`config.mk`:
```
export PLATFORM = sky130hd
export DESIGN_NAME = infix_expression_evaluator_flat
export DESIGN_NICKNAME = d
export VERILOG_FILES = /design/src/rtl/iee_pkg.sv /design/src/rtl/iee_if.sv /design/src/rtl/infix_expression_evaluator.sv /design/src/rtl/iee_muldiv.sv /design/src/flat_wrapper.sv
export VERILOG_INCLUDE_DIRS = /design/src /design/src/rtl
export SDC_FILE = /design/constraint.sdc
export NUM_CORES = 2
export LEC_CHECK = 0
export BUFFER_PORTS_ARGS = -buffer_cell sky130_fd_sc_hd__buf_2
export CAP_MARGIN = 0
export CORE_ASPECT_RATIO = 2
export CORE_MARGIN = 8
export CORE_UTILIZATION = 60
export CTS_BUF_LIST = sky130_fd_sc_hd__clkbuf_4 sky130_fd_sc_hd__clkbuf_8
export DETAILED_ROUTE_END_ITERATION = 6
export PLACE_DENSITY_LB_ADDON = 0.15
export SETUP_SLACK_MARGIN = 0.4
export SLEW_MARGIN = 20
export SYNTH_ARGS = -nofsm -noshare
export SYNTH_HDL_FRONTEND = slang
export SYNTH_SLANG_ARGS = --single-unit
```
`constraint.sdc`:
```
create_clock -name i_clk -period 8.15 [get_ports i_clk]
set_clock_uncertainty 0.1 [all_clocks]
set_input_delay 0.4075 -clock i_clk [delete_from_list [all_inputs] [get_ports i_clk]]
set_output_delay 0.4075 -clock i_clk [all_outputs]
set_load 0.01 [all_outputs]
```
`src/rtl/infix_expression_evaluator_defines.svh`:
```
// Assertion macros shared by the infix expression evaluator RTL.
// Depends on nothing; included by the files that carry assertions.
`ifndef INFIX_EXPRESSION_EVALUATOR_DEFINES_SVH
`define INFIX_EXPRESSION_EVALUATOR_DEFINES_SVH

// Check that holds in the same cycle as its trigger.
`define IEE_ASSERT_SAME(label, clk, rst_n, ante, cons) \
    label: assert property (@(posedge clk) disable iff (!(rst_n)) (ante) |-> (cons)) \
        else $error("evaluator check failed in the same cycle");

// Check that holds in the cycle after its trigger.
`define IEE_ASSERT_NEXT(label, clk, rst_n, ante, cons) \
    label: assert property (@(posedge clk) disable iff (!(rst_n)) (ante) |=> (cons)) \
        else $error("evaluator check failed one cycle later");

`endif

```
`src/rtl/iee_pkg.sv`:
```
// Types, codes and constants of the infix expression evaluator.
// Depends on nothing; used by the interfaces and all modules.
`default_nettype none

package iee_pkg;

    localparam int NEST_DEPTH_DEF = 8;
    localparam int VALUE_BITS_DEF = 32;
    localparam int SYMBOL_BITS    = 8;
    localparam int OUT_BITS       = 32;
    localparam int STATUS_BITS    = 3;

    // ASCII codes of the accepted characters.
    localparam logic [SYMBOL_BITS-1:0] CH_ZERO  = 8'h30;
    localparam logic [SYMBOL_BITS-1:0] CH_NINE  = 8'h39;
    localparam logic [SYMBOL_BITS-1:0] CH_PLUS  = 8'h2B;
    localparam logic [SYMBOL_BITS-1:0] CH_MINUS = 8'h2D;
    localparam logic [SYMBOL_BITS-1:0] CH_STAR  = 8'h2A;
    localparam logic [SYMBOL_BITS-1:0] CH_SLASH = 8'h2F;
    localparam logic [SYMBOL_BITS-1:0] CH_LPAR  = 8'h28;
    localparam logic [SYMBOL_BITS-1:0] CH_RPAR  = 8'h29;

    typedef enum logic [STATUS_BITS-1:0] {
        ST_OK       = 3'd0,
        ST_BAD_CHAR = 3'd1,
        ST_DIV_ZERO = 3'd2,
        ST_BRACKET  = 3'd3,
        ST_OVERFLOW = 3'd4
    } t_status;

    // Pending multiplicative operator; code 3 acts as none.
    localparam logic [1:0] MOP_NONE = 2'd0;
    localparam logic [1:0] MOP_MUL  = 2'd1;
    localparam logic [1:0] MOP_DIV  = 2'd2;

    typedef enum logic [1:0] {
        AFT_ADD,
        AFT_MUL,
        AFT_CLOSE,
        AFT_LAST
    } t_after;

    typedef enum logic [2:0] {
        S_IDLE,
        S_DECODE,
        S_FACTOR,
        S_WAIT,
        S_FACT_DONE,
        S_POP,
        S_FINISH,
        S_OUT
    } t_state;

    // Control from the sequencer to the multiply/divide unit.
    typedef struct packed {
        logic start;
        logic is_div;
    } t_md_ctl;

endpackage

`default_nettype wire

```
`src/rtl/iee_if.sv`:
```
// Handshake interfaces for the symbol input and the result output.
// Depends on iee_pkg for the field widths.
`default_nettype none

interface iee_in_if;
    import iee_pkg::*;
    logic                   valid;
    logic                   ready;
    logic [SYMBOL_BITS-1:0] symbol;
    logic                   last;
    modport source (output valid, symbol, last, input ready);
    modport sink (input valid, symbol, last, output ready);
endinterface

interface iee_out_if;
    import iee_pkg::*;
    logic                          valid;
    logic                          ready;
    logic signed [OUT_BITS-1:0]    value;
    logic        [STATUS_BITS-1:0] status;
    modport source (output valid, value, status, input ready);
    modport sink (input valid, value, status, output ready);
endinterface

`default_nettype wire

```
`src/rtl/infix_expression_evaluator.sv`:
```
// A digit or '(' goes through the decode and finish states before the next request; + - * /
// also through the factor and fold-done states, ')' also through the pop state; a pending * or /
// is folded in the bit-serial multiply/divide unit. The final character adds one more fold and
// the output load; the result is visible the cycle after the load. A result still waiting
// in the output register stalls the next final character in its load state. Reset (synchronous)
// clears control and arithmetic state; the frame memory is not cleared, it is read after a push.
`default_nettype none

`include "infix_expression_evaluator_defines.svh"

module infix_expression_evaluator #(
    parameter int NEST_DEPTH = iee_pkg::NEST_DEPTH_DEF,
    parameter int VALUE_BITS = iee_pkg::VALUE_BITS_DEF
) (
    input wire        i_clk,
    input wire        i_rst_n,
    iee_in_if.sink    i_in,
    iee_out_if.source o_out
);
    import iee_pkg::*;

    localparam int LW      = $clog2(NEST_DEPTH + 1);
    localparam int AW      = (NEST_DEPTH > 1) ? $clog2(NEST_DEPTH) : 1;
    localparam int FRAME_W = 2 * VALUE_BITS + 3;
    localparam int WX      = (VALUE_BITS > OUT_BITS) ? VALUE_BITS : OUT_BITS;

    t_state                 r_state, n_state;
    logic [SYMBOL_BITS-1:0] r_sym, n_sym;
    logic                   r_last, n_last;
    logic [VALUE_BITS-1:0]  r_sum, n_sum;
    logic [VALUE_BITS-1:0]  r_prod, n_prod;
    logic [VALUE_BITS-1:0]  r_cur, n_cur;
    logic                   r_sign, n_sign;
    logic [1:0]             r_mop, n_mop;
    logic [LW-1:0]          r_level, n_level;
    t_status                r_err, n_err;
    t_after                 r_after, n_after;
    logic                   r_out_valid, n_out_valid;
    logic [OUT_BITS-1:0]    r_out_value, n_out_value;
    t_status                r_out_status, n_out_status;

    // Frame stack memory and its registered read port.
    logic [FRAME_W-1:0]     mem_frames [NEST_DEPTH];
    logic [FRAME_W-1:0]     r_frame;
    logic                   mem_we;
    logic                   mem_re;
    logic [AW-1:0]          mem_addr;
    logic [FRAME_W-1:0]     mem_wdata;

    t_md_ctl                md_ctl;
    logic                   md_done;
    logic [VALUE_BITS-1:0]  md_result;

    logic                   is_digit;
    logic                   valid_char;
    logic [3:0]             digit;
    logic [VALUE_BITS-1:0]  sum_new;
    logic [LW-1:0]          level_dec;
    logic [WX-1:0]          sum_wide;

    iee_muldiv #(
        .VALUE_BITS (VALUE_BITS)
    ) u_muldiv (
        .i_clk    (i_clk),
        .i_rst_n  (i_rst_n),
        .i_ctl    (md_ctl),
        .i_a      (r_prod),
        .i_b      (r_cur),
        .o_done   (md_done),
        .o_result (md_result)
    );

    // Character classification.
    assign is_digit   = (r_sym >= CH_ZERO) && (r_sym <= CH_NINE);
    assign valid_char = is_digit || (r_sym == CH_PLUS) || (r_sym == CH_MINUS) ||
                        (r_sym == CH_STAR) || (r_sym == CH_SLASH) ||
                        (r_sym == CH_LPAR) || (r_sym == CH_RPAR);
    assign digit      = r_sym[3:0];
    assign sum_new    = r_sign ? (r_sum - r_prod) : (r_sum + r_prod);
    assign level_dec  = r_level - 1'b1;
    assign sum_wide   = WX'(r_sum);

    // Sequencer: next state and datapath updates.
    always_comb begin
        n_state      = r_state;
        n_sym        = r_sym;
        n_last       = r_last;
        n_sum        = r_sum;
        n_prod       = r_prod;
        n_cur        = r_cur;
        n_sign       = r_sign;
        n_mop        = r_mop;
        n_level      = r_level;
        n_err        = r_err;
        n_after      = r_after;
        n_out_valid  = r_out_valid & ~o_out.ready;
        n_out_value  = r_out_value;
        n_out_status = r_out_status;
        mem_we       = 1'b0;
        mem_re       = 1'b0;
        mem_addr     = r_level[AW-1:0];
        mem_wdata    = {r_sum, r_prod, r_mop, r_sign};
        md_ctl       = '0;

        unique case (r_state)
            S_IDLE: begin
                if (i_in.valid) begin
                    n_sym   = i_in.symbol;
                    n_last  = i_in.last;
                    n_state = S_DECODE;
                end
            end
            S_DECODE: begin
                n_state = S_FINISH;
                if (!valid_char) begin
                    n_err = ST_BAD_CHAR;
                end else if (r_err == ST_OK) begin
                    if (is_digit) begin
                        n_cur = (r_cur << 3) + (r_cur << 1) + VALUE_BITS'(digit);
                    end else begin
                        case (r_sym) inside
                            CH_PLUS, CH_MINUS: begin
                                n_after = AFT_ADD;
                                n_state = S_FACTOR;
                            end
                            CH_STAR, CH_SLASH: begin
                                n_after = AFT_MUL;
                                n_state = S_FACTOR;
                            end
                            CH_LPAR: begin
                                if (r_level >= LW'(NEST_DEPTH)) begin
                                    n_err = ST_OVERFLOW;
                                end else begin
                                    mem_we  = 1'b1;
                                    n_level = r_level + 1'b1;
                                    n_sum   = '0;
                                    n_prod  = '0;
                                    n_cur   = '0;
                                    n_sign  = 1'b0;
                                    n_mop   = MOP_NONE;
                                end
                            end
                            default: begin
                                if (r_level == '0) begin
                                    n_err = ST_BRACKET;
                                end else begin
                                    n_after = AFT_CLOSE;
                                    n_state = S_FACTOR;
                                end
                            end
                        endcase
                    end
                end
            end
            S_FACTOR: begin
                n_state = S_FACT_DONE;
                n_cur   = '0;
                n_mop   = MOP_NONE;
                if (r_mop == MOP_MUL) begin
                    md_ctl.start  = 1'b1;
                    md_ctl.is_div = 1'b0;
                    n_cur         = r_cur;
                    n_mop         = r_mop;
                    n_state       = S_WAIT;
                end else if (r_mop == MOP_DIV) begin
                    if (r_cur == '0) begin
                        if (r_err == ST_OK) begin
                            n_err = ST_DIV_ZERO;
                        end
                        n_prod = '0;
                    end else begin
                        md_ctl.start  = 1'b1;
                        md_ctl.is_div = 1'b1;
                        n_cur         = r_cur;
                        n_mop         = r_mop;
                        n_state       = S_WAIT;
                    end
                end else begin
                    n_prod = r_cur;
                end
            end
            S_WAIT: begin
                if (md_done) begin
                    n_prod  = md_result;
                    n_cur   = '0;
                    n_mop   = MOP_NONE;
                    n_state = S_FACT_DONE;
                end
            end
            S_FACT_DONE: begin
                unique case (r_after)
                    AFT_MUL: begin
                        n_mop   = (r_sym == CH_STAR) ? MOP_MUL : MOP_DIV;
                        n_state = S_FINISH;
                    end
                    AFT_ADD: begin
                        n_sum   = sum_new;
                        n_prod  = '0;
                        n_sign  = (r_sym == CH_MINUS);
                        n_state = S_FINISH;
                    end
                    AFT_CLOSE: begin
                        n_cur    = sum_new;
                        n_prod   = '0;
                        n_sign   = 1'b0;
                        mem_re   = 1'b1;
                        mem_addr = level_dec[AW-1:0];
                        n_level  = level_dec;
                        n_state  = S_POP;
                    end
                    default: begin
                        n_sum  = sum_new;
                        n_prod = '0;
                        n_sign = 1'b0;
                        if ((r_level != '0) && (r_err == ST_OK)) begin
                            n_err = ST_BRACKET;
                        end
                        n_state = S_OUT;
                    end
                endcase
            end
            S_POP: begin
                n_sum   = r_frame[FRAME_W-1 -: VALUE_BITS];
                n_prod  = r_frame[VALUE_BITS+2:3];
                n_mop   = r_frame[2:1];
                n_sign  = r_frame[0];
                n_state = S_FINISH;
            end
            S_FINISH: begin
                if (!r_last) begin
                    n_state = S_IDLE;
                end else if (r_err == ST_OK) begin
                    n_after = AFT_LAST;
                    n_state = S_FACTOR;
                end else begin
                    n_state = S_OUT;
                end
            end
            S_OUT: begin
                if (!r_out_valid) begin
                    n_out_valid  = 1'b1;
                    n_out_value  = (r_err == ST_OK) ? sum_wide[OUT_BITS-1:0] : '0;
                    n_out_status = r_err;
                    n_sum        = '0;
                    n_prod       = '0;
                    n_cur        = '0;
                    n_sign       = 1'b0;
                    n_mop        = MOP_NONE;
                    n_level      = '0;
                    n_err        = ST_OK;
                    n_state      = S_IDLE;
                end
            end
            default: begin
                n_state = S_IDLE;
            end
        endcase
    end

    // State and control registers.
    always_ff @(posedge i_clk) begin
        if (!i_rst_n) begin
            r_state     <= S_IDLE;
            r_last      <= 1'b0;
            r_sum       <= '0;
            r_prod      <= '0;
            r_cur       <= '0;
            r_sign      <= 1'b0;
            r_mop       <= MOP_NONE;
            r_level     <= '0;
            r_err       <= ST_OK;
            r_after     <= AFT_ADD;
            r_out_valid <= 1'b0;
        end else begin
            r_state     <= n_state;
            r_last      <= n_last;
            r_sum       <= n_sum;
            r_prod      <= n_prod;
            r_cur       <= n_cur;
            r_sign      <= n_sign;
            r_mop       <= n_mop;
            r_level     <= n_level;
            r_err       <= n_err;
            r_after     <= n_after;
            r_out_valid <= n_out_valid;
        end
    end

    // Payload registers.
    always_ff @(posedge i_clk) begin
        r_sym        <= n_sym;
        r_out_value  <= n_out_value;
        r_out_status <= n_out_status;
    end

    // Frame stack memory: one write or one registered read per cycle.
    always_ff @(posedge i_clk) begin
        if (mem_we) begin
            mem_frames[mem_addr] <= mem_wdata;
        end
        if (mem_re) begin
            r_frame <= mem_frames[mem_addr];
        end
    end

    assign i_in.ready   = (r_state == S_IDLE);
    assign o_out.valid  = r_out_valid;
    assign o_out.value  = r_out_value;
    assign o_out.status = r_out_status;

    // Checks on the sequencer.
    `IEE_ASSERT_SAME(a_level_bound, i_clk, i_rst_n, 1'b1, r_level <= LW'(NEST_DEPTH))
    `IEE_ASSERT_NEXT(a_wait_done, i_clk, i_rst_n, (r_state == S_WAIT) && md_done, r_state == S_FACT_DONE)
    `IEE_ASSERT_SAME(a_err_zero, i_clk, i_rst_n, r_out_valid && (r_out_status != ST_OK), r_out_value == '0)
    `IEE_ASSERT_NEXT(a_pop_follows, i_clk, i_rst_n, mem_re, r_state == S_POP)

endmodule

`default_nettype wire

```
`src/rtl/iee_muldiv.sv`:
```
// Iterative shift-add multiplier and restoring divider, one bit per cycle.
// Depends on iee_pkg for the control struct.
`default_nettype none

module iee_muldiv #(
    parameter int VALUE_BITS = iee_pkg::VALUE_BITS_DEF
) (
    input  wire                    i_clk,
    input  wire                    i_rst_n,
    input  var iee_pkg::t_md_ctl   i_ctl,
    input  wire [VALUE_BITS-1:0]   i_a,
    input  wire [VALUE_BITS-1:0]   i_b,
    output logic                   o_done,
    output logic [VALUE_BITS-1:0]  o_result
);
    import iee_pkg::*;

    localparam int CW = $clog2(VALUE_BITS + 1);

    logic                  r_busy;
    logic                  r_done;
    logic [CW-1:0]         r_cnt;
    logic                  r_div;
    logic                  r_neg;
    logic [VALUE_BITS-1:0] r_acc;
    logic [VALUE_BITS-1:0] r_x;
    logic [VALUE_BITS-1:0] r_y;

    logic [VALUE_BITS:0]   rem;
    logic [VALUE_BITS:0]   diff;

    // Partial remainder with the next dividend bit, and its trial subtract.
    assign rem  = {r_acc, r_x[VALUE_BITS-1]};
    assign diff = rem - {1'b0, r_y};

    // Control: bit counter and completion pulse.
    always_ff @(posedge i_clk) begin
        if (!i_rst_n) begin
            r_busy <= 1'b0;
            r_done <= 1'b0;
            r_cnt  <= '0;
        end else begin
            r_done <= 1'b0;
            if (i_ctl.start) begin
                r_busy <= 1'b1;
                r_cnt  <= CW'(VALUE_BITS);
            end else if (r_busy) begin
                r_cnt <= r_cnt - 1'b1;
                if (r_cnt == CW'(1)) begin
                    r_busy <= 1'b0;
                    r_done <= 1'b1;
                end
            end
        end
    end

    // Datapath: operands are loaded as magnitudes for a divide.
    always_ff @(posedge i_clk) begin
        if (i_ctl.start) begin
            r_div <= i_ctl.is_div;
            r_acc <= '0;
            if (i_ctl.is_div) begin
                r_neg <= i_a[VALUE_BITS-1] ^ i_b[VALUE_BITS-1];
                r_x   <= i_a[VALUE_BITS-1] ? -i_a : i_a;
                r_y   <= i_b[VALUE_BITS-1] ? -i_b : i_b;
            end else begin
                r_neg <= 1'b0;
                r_x   <= i_a;
                r_y   <= i_b;
            end
        end else if (r_busy) begin
            if (r_div) begin
                if (!diff[VALUE_BITS]) begin
                    r_acc <= diff[VALUE_BITS-1:0];
                    r_x   <= {r_x[VALUE_BITS-2:0], 1'b1};
                end else begin
                    r_acc <= rem[VALUE_BITS-1:0];
                    r_x   <= {r_x[VALUE_BITS-2:0], 1'b0};
                end
            end else begin
                if (r_y[0]) begin
                    r_acc <= r_acc + r_x;
                end
                r_x <= {r_x[VALUE_BITS-2:0], 1'b0};
                r_y <= {1'b0, r_y[VALUE_BITS-1:1]};
            end
        end
    end

    assign o_done   = r_done;
    assign o_result = r_div ? (r_neg ? -r_x : r_x) : r_acc;

endmodule

`default_nettype wire
```
`src/flat_wrapper.sv`:
```
// flat-port wrapper written by rule: the top's interface ports become plain ports
module infix_expression_evaluator_flat import iee_pkg::*;
#(
    parameter int NEST_DEPTH = iee_pkg::NEST_DEPTH_DEF,
    parameter int VALUE_BITS = iee_pkg::VALUE_BITS_DEF
)
  (i_clk, i_rst_n, i_in_valid, i_in_symbol, i_in_last, i_in_ready, o_out_valid, o_out_value, o_out_status, o_out_ready);
  iee_in_if i_in_i ();
  iee_out_if o_out_i ();
  input wire i_clk;
  input wire i_rst_n;
  input wire logic [$bits(i_in_i.valid)-1:0] i_in_valid;
  input wire logic [$bits(i_in_i.symbol)-1:0] i_in_symbol;
  input wire logic [$bits(i_in_i.last)-1:0] i_in_last;
  output wire logic [$bits(i_in_i.ready)-1:0] i_in_ready;
  output wire logic [$bits(o_out_i.valid)-1:0] o_out_valid;
  output wire logic [$bits(o_out_i.value)-1:0] o_out_value;
  output wire logic [$bits(o_out_i.status)-1:0] o_out_status;
  input wire logic [$bits(o_out_i.ready)-1:0] o_out_ready;
  assign i_in_i.valid = i_in_valid;
  assign i_in_i.symbol = i_in_symbol;
  assign i_in_i.last = i_in_last;
  assign i_in_ready = i_in_i.ready;
  assign o_out_valid = o_out_i.valid;
  assign o_out_value = o_out_i.value;
  assign o_out_status = o_out_i.status;
  assign o_out_i.ready = o_out_ready;
  infix_expression_evaluator #(.NEST_DEPTH(NEST_DEPTH), .VALUE_BITS(VALUE_BITS)) u_core (.i_clk(i_clk), .i_rst_n(i_rst_n), .i_in(i_in_i), .o_out(o_out_i));
endmodule
```
Word level (Yosys, flattened, before mapping)

Memories as Yosys holds them, arrays and structs flattened. A register that Yosys moved wholly into a read port is not among the register bits.
Index checks and enable logic that the tools add are counted.

$add $sub $neg: 12
Muxes and demuxes: 144
Bitwise operators: 6
Reduce and logical (&&, ||, !) cells: 42
Equality and inequality tests: 54
Magnitude comparators: 3

Operator list:

| kind                                                 | number |
|---|---|
| 2-to-1 mux 32 bit                                    | 36 |
| case mux 32 bit (6 select lines)                     | 1 |
| case mux 32 bit (5 select lines)                     | 1 |
| case mux 32 bit (4 select lines)                     | 1 |
| adder 32 bit                                         | 3 |
| negation 32 bit                                      | 3 |
| 2-to-1 mux 3 bit                                     | 31 |
| 2-to-1 mux 2 bit                                     | 27 |
| equality test 8 x 6 -> 1 bit (second input constant) | 6 |
| 2-to-1 mux 4 bit                                     | 9 |
| subtractor 33 x 32 -> 33 bit                         | 1 |
| adder 32 x 4 -> 32 bit                               | 1 |
| zero test 32 bit                                     | 1 |
| subtractor 32 bit                                    | 1 |
| AND reduction 10 bit                                 | 3 |
| 2-to-1 mux 1 bit                                     | 28 |
| AND reduction 13 bit                                 | 2 |
| != test 2 x 1 -> 1 bit (second input constant)       | 12 |
| case mux 3 bit (8 select lines)                      | 1 |
| != test 2 bit (second input constant)                | 11 |
| != test 4 bit (second input constant)                | 4 |
| != test 3 bit (second input constant)                | 5 |
| AND reduction 14 bit                                 | 1 |
| equality test 3 bit (second input constant)          | 4 |
| 39 further kinds                                     | 68 |

Bits of input ports: 13
Output and inout port bits: 37
Memories: 1
Bits in writable memories: 536
Register bits: 262

Memories:

| memory            | words | width | read ports | clocked after memory_dff | wr ports | RTL line                         | text |
|---|---|---|---|---|---|---|---|
| u_core.mem_frames | 8     | 67    | 1          | 1                        | 1        | infix_expression_evaluator.sv:43 | `logic [FRAME_W-1:0] mem_frames [NEST_DEPTH];` |

Longest topological paths before layout

Word-level depth: 12
Depth in mapped cells: 20

By module

From an unflattened synthesis, not the netlist that was laid out.

Cells, all modules: 3,720
Area total of the unflattened synthesis: 42,714.7 sq um

By module, submodules not included:

| module                     | area an instance (sq um) | sequential area each (sq um) | cells each | times used |
|---|---|---|---|---|
| infix_expression_evaluator | 32,493.7                 | 21,660.8                     | 2,414      | 1 |
| iee_muldiv                 | 10,221.1                 | 2,782.7                      | 1,306      | 1 |

Least setup slack after synthesis

Ideal clock, no wire load.

Path type: register to register
Start point: register u_core.r_state[1]
End point: memory u_core.mem_frames[2][0] (netlist name) (enable)
Setup time: 500 ps
Path buffers: 4
Data required time: 7,550 ps
Data arrival time: 6,933 ps
Path slack: 617 ps
Stages on the path, launching flop included: 13
Cell sequence: dfxtp_1 -> clkbuf_1 -> inv_1 -> buf_2 -> nand2_1 -> nor2_1 -> nand2_1 -> inv_1 -> nand2_1 -> o32ai_1 -> clkbuf_1 -> clkbuf_1 -> nor2b_1

Cells in the longest elaborated chain, start to end: 4
Elaborated cells between the ends (all ways): 6
Classes of those cells: eq/ne: 2; mux: 4

Ends and longest elaborated chain:

| element                                | RTL line                          | text |
|---|---|---|
| start, declared                        | infix_expression_evaluator.sv:27  | `t_state r_state, n_state;` |
| start signal, assigned                 | infix_expression_evaluator.sv:275 | `r_state <= n_state;` |
| equality test 3 x 1 -> 1 bit           | infix_expression_evaluator.sv:105 | `unique case (r_state)` |
| 2-to-1 mux 1 bit                       | infix_expression_evaluator.sv:105 |  |
| 2-to-1 mux 1 bit                       | infix_expression_evaluator.sv:298 | `if (mem_we) begin` |
| 2-to-1 mux 1 bit (implied by the code) | infix_expression_evaluator.sv:299 | `mem_frames[mem_addr] <= mem_wdata;` |
| end, declared                          | infix_expression_evaluator.sv:43  |  |

Several ways; a longest one is shown, not always the timed one.

Final worst setup path

Start point: register u_core.r_prod[2]
End point: register u_core.r_cur[26]

Cells in the longest elaborated chain, start to end: 4
Elaborated cells between the ends (all ways): 5
Classes of those cells: add/sub: 2; mux: 3

Ends and longest elaborated chain:

| element                                                  | RTL line                          | text |
|---|---|---|
| start, declared                                          | infix_expression_evaluator.sv:31  | `logic [VALUE_BITS-1:0] r_prod, n_prod;` |
| start signal, assigned                                   | infix_expression_evaluator.sv:278 | `r_prod <= n_prod;` |
| adder 32 bit / subtractor 32 bit (equally long branches) | infix_expression_evaluator.sv:79  | `assign sum_new = r_sign ? (r_sum - r_prod) : (r_sum + r_prod);` |
| 2-to-1 mux 32 bit *                                      | infix_expression_evaluator.sv:79  |  |
| 2-to-1 mux 32 bit *                                      | infix_expression_evaluator.sv:191 | `unique case (r_after)` |
| case mux 32 bit (5 select lines) *                       | infix_expression_evaluator.sv:105 |  |
| end signal, assigned                                     | infix_expression_evaluator.sv:279 | `r_cur <= n_cur;` |
| end, declared                                            | infix_expression_evaluator.sv:32  | `logic [VALUE_BITS-1:0] r_cur, n_cur;` |

Every way passes the cells marked *; elsewhere a longest branch is shown, timed or not. The select of a mux whose other input is x is not followed.
A chain may end at the register's enable or synchronous reset.

==> summary.txt <==
Outcome
  – Status: complete, no violations

Critical path
  – Crit path launch: u_core.r_prod[2]
  – Worst path arrival time: 7.07 ns
  – Setup CP Type: flip-flop to flip-flop
  – Worst reg2reg startpoint: u_core.r_prod[2]
  – RR Endpoint: u_core.r_cur[26]
  – Worst setup EP type: flip-flop
  – Top fanout value on the critical path: 14
  – FF-to-FF path depth: 15
  – Type of origin of the critical path: flip-flop
  – Worst Path Required: 8.76 ns
  – Flop-to-flop setup slack: 1.69 ns

Timing
  – Fmax achieved: 0.155 GHz
  – RSZ-0062 raised after global routing: no
  – Final WS setup: 1.69 ns
  – Finish-stage setup viols: 0
  – Fin Setup TNS: 0 ns
  – Rel. slew slack: 21.2%
  – Period utilisation layout: 79.3%
  – Final-report max-slew violation count: 0
  – Worst slew pin tran: 1.18 ns
  – Hold Fails Final Rpt: 0
  – Tmin final: 6.46 ns

Clock network
  – Worst-path clk slew: 0.07 ns
  – Cells resized by post-CTS repair: 0
  – CTS Buf Count: 113
  – Root Buffer: clkbuf_8
  – TritonCTS Sinks: 865
  – Clk_lat worst skew: 0.79 ns
  – Maximum clock path buffer count: 3
  – CTS tree: built
  – H-Tree Depth: 3

GRT
  – Initial antenna violation count: 1
  – Largest net degree at the start of global routing: 78
  – First-pass GRT wire length: 189000 µm
  – Overall Global Routing Usage: 31.4%
  – Vias in the first global route: 31.5k
  – Grt ovf: 0

Floorplan
  – Die area: 79300 µm²
  – Initial core utilization: 60.4%
  – I/O pin count: 50
  – Core area: 69600 µm²
  – Die Y: 390 µm
  – Overall die width: 203 µm
  – Standard-cell rows: 137

Synth
  – Post-synth top area cell: edfxtp_1
  – Post-synthesis register bit count: 865
  – Synth Warn #: 0
  – Synth Instances: 3636
  – Number of synthesized flops with an enable pin: 712
  – Area share of the largest cell type after synthesis: 50.8%
  – Syn Nets: 3819
  – Synth cell count leaders: edfxtp_1 (712), o21ai_0 (269), nand2_1 (261)
  – Asr flop ratio synth: 0%
  – Register area share after synthesis: 58.1%
  – Netlist cell types: 86
  – Cell Area, Synth: 42100 µm²
  – Count leader, synth: edfxtp_1
  – Post-Syn Area per Cell: 11.6 µm²
  – Area contributors post-synth: edfxtp_1 (51%), dfxtp_1 (7.3%), ha_1 (4.9%)
  – Top_reg_cell synth: edfxtp_1

Power
  – Power density cells: 346 nW/µm²
  – VDD IR max: 0.250 mV
  – Leakage: 16.3 nW

Routing
  – Post-detailed-route wirelength per cell: 27.4 µm
  – Routed vias: 31.4k
  – Number of routed nets with antenna violations: 0
  – Pre-antenna DRT Iters: 6
  – Initial DRC count: 2899
  – Via/cell ratio: 6.72
  – DR DRC count: 0
  – Post-Route WL: 128000 µm

Finish
  – Post-route design area: 45900 µm²
  – Area growth from synthesis to layout: 9.06%
  – Filler cells: 5407
  – Final Non-Filler Cells: 4667
  – Final nets: 3849
  – Share of cells above drive strength 1: 9.78%

Place
  – Worst slack, placed: 1.88 ns
  – Cell Area, Placed: 43300 µm²
  – PortBufs: 49
  – Post-DP HPWL: 85000 µm
  – Gpl congestion: 0.975
  – Placed Cells: 4443

Worst hold path
  – Hold Path Sink: u_core.r_cur[21]
  – Hold_sp: i_rst_n
  – Hold Path Depth: 4
  – Hold Crit Class: primary input to flip-flop

Flow run
  – Max_cap viols: 0
-- state kept, by name (all words and copies together), names as in the netlist, 4 cells and up --
register / count
u_core.mem_frames: 536
u_core.r_frame: 67
u_core.o_out.value: 32
u_core.r_cur: 32
u_core.r_prod: 32
u_core.r_sum: 32
u_core.u_muldiv.r_acc: 32
u_core.u_muldiv.r_x: 32
u_core.u_muldiv.r_y: 32
u_core.r_sym: 8
u_core.u_muldiv.r_cnt: 6
u_core.r_level: 4
-- power by group --
part	switching [mW]	internal, mW
clock network	1.63	1.84
logic	4.16	2.43
registers	0.585	5.22
total	6.38	9.50
-- cells in the final DEF, fill, tap and decap left out, types with 26 or more instances in the layout --
master	n
a21oi_1	214
edfxtp_1	712
o31ai_1	27
nor2_1	225
xor2_1	108
or3_1	29
nand3_1	106
nor3_1	59
a22oi_1	192
a21o_1	57
a221oi_1	72
ha_1	164
clkbuf_8	122
inv_1	81
buf_2	49
dfxtp_1	153
xnor2_1	112
clkbuf_4	36
and2_1	40
a211oi_1	39
a31oi_1	53
buf_4	61
a22o_1	78
nand2b_1	26
o21ai_0	268
nand2_1	261
-- cells by family after synthesis --
logic type               share of synthesized area, %
multiplexers                                    0.616
buffers and inverters                            2.67
AO/OA/AOI/OAI                                    18.9
XOR/XNOR                                         4.58
flip-flops                                       58.1
AND/OR/NAND/NOR                                  9.92
adder cells (fa/ha/maj)                          5.16
-- layer usage --
metal / wire length [µm] / vias to the layer above / GRT usage, %
met4: 7380 / 0 / 18.6
met5: 0 / - / 0
li1: - / 14100 / -
met2: 66700 / 1526 / 56.8
met1: 44900 / 15500 / 34.5
met3: 8720 / 334 / 4.38
-- critical path, stage by stage (launching register included) --
cell and delay (ns):
dfxtp_1 0.44, nor2_1 0.25, nor4b_1 0.73, nor3b_1 0.52, nor2_1 0.12, xnor2_1 0.16
ha_1 0.39, a211o_1 0.35, o311ai_0 0.72, a21boi_0 0.34, o21ai_0 0.97, o21ai_0 0.37
a31oi_1 0.43, xnor2_1 0.17, nand2_1 0.09, a31oi_1 0.19
-- worst max-delay path by stage --
stage                              endpoint  slack, ns  cells past startpoint
floorplan           u_core.mem_frames[2][0]       0.62                     12
global placement           u_core.r_cur[26]       2.11                     15
detailed placement         u_core.r_cur[26]       1.88                     15
CTS                        u_core.r_cur[26]       1.85                     15
global route               u_core.r_cur[26]       1.42                     15
finish                     u_core.r_cur[26]       1.69                     15
-- metrics by stage --
step / hold WS [ns] / utilization (%) / total power [mW]
detailed placement: 0.377 / 62.2 / 12.3
global route: 0.0762 / 65.9 / 16.6
CTS: 0.0140 / 65.9 / 15.8
finish: 0.108 / 65.9 / 15.9
floorplan: 0.345 / - / 10.3
global placement: 0.376 / 62.2 / 12.2
-- cell type report --
cell class,instances,area (µm²),share of cell area (%)
tap,903,1130,2.46
timing repair buffer,121,813,1.77
inverter,84,315,0.687
multi-input combinational,2481,16700,36.5
clock inverter,52,484,1.06
sequential,865,24400,53.3
antenna,3,7.51,0.0164
clock buffer,158,1950,4.25
-- timing repair --
| action | 4_1_cts | 5_1_grt |
|---|---|---|
| hold endpoints to repair | 11 | 0 |
| hold buffers | 11 | 0 |
| buffers inserted | 0 | 0 |
Note: power is estimated with default switching activity, not from simulation.
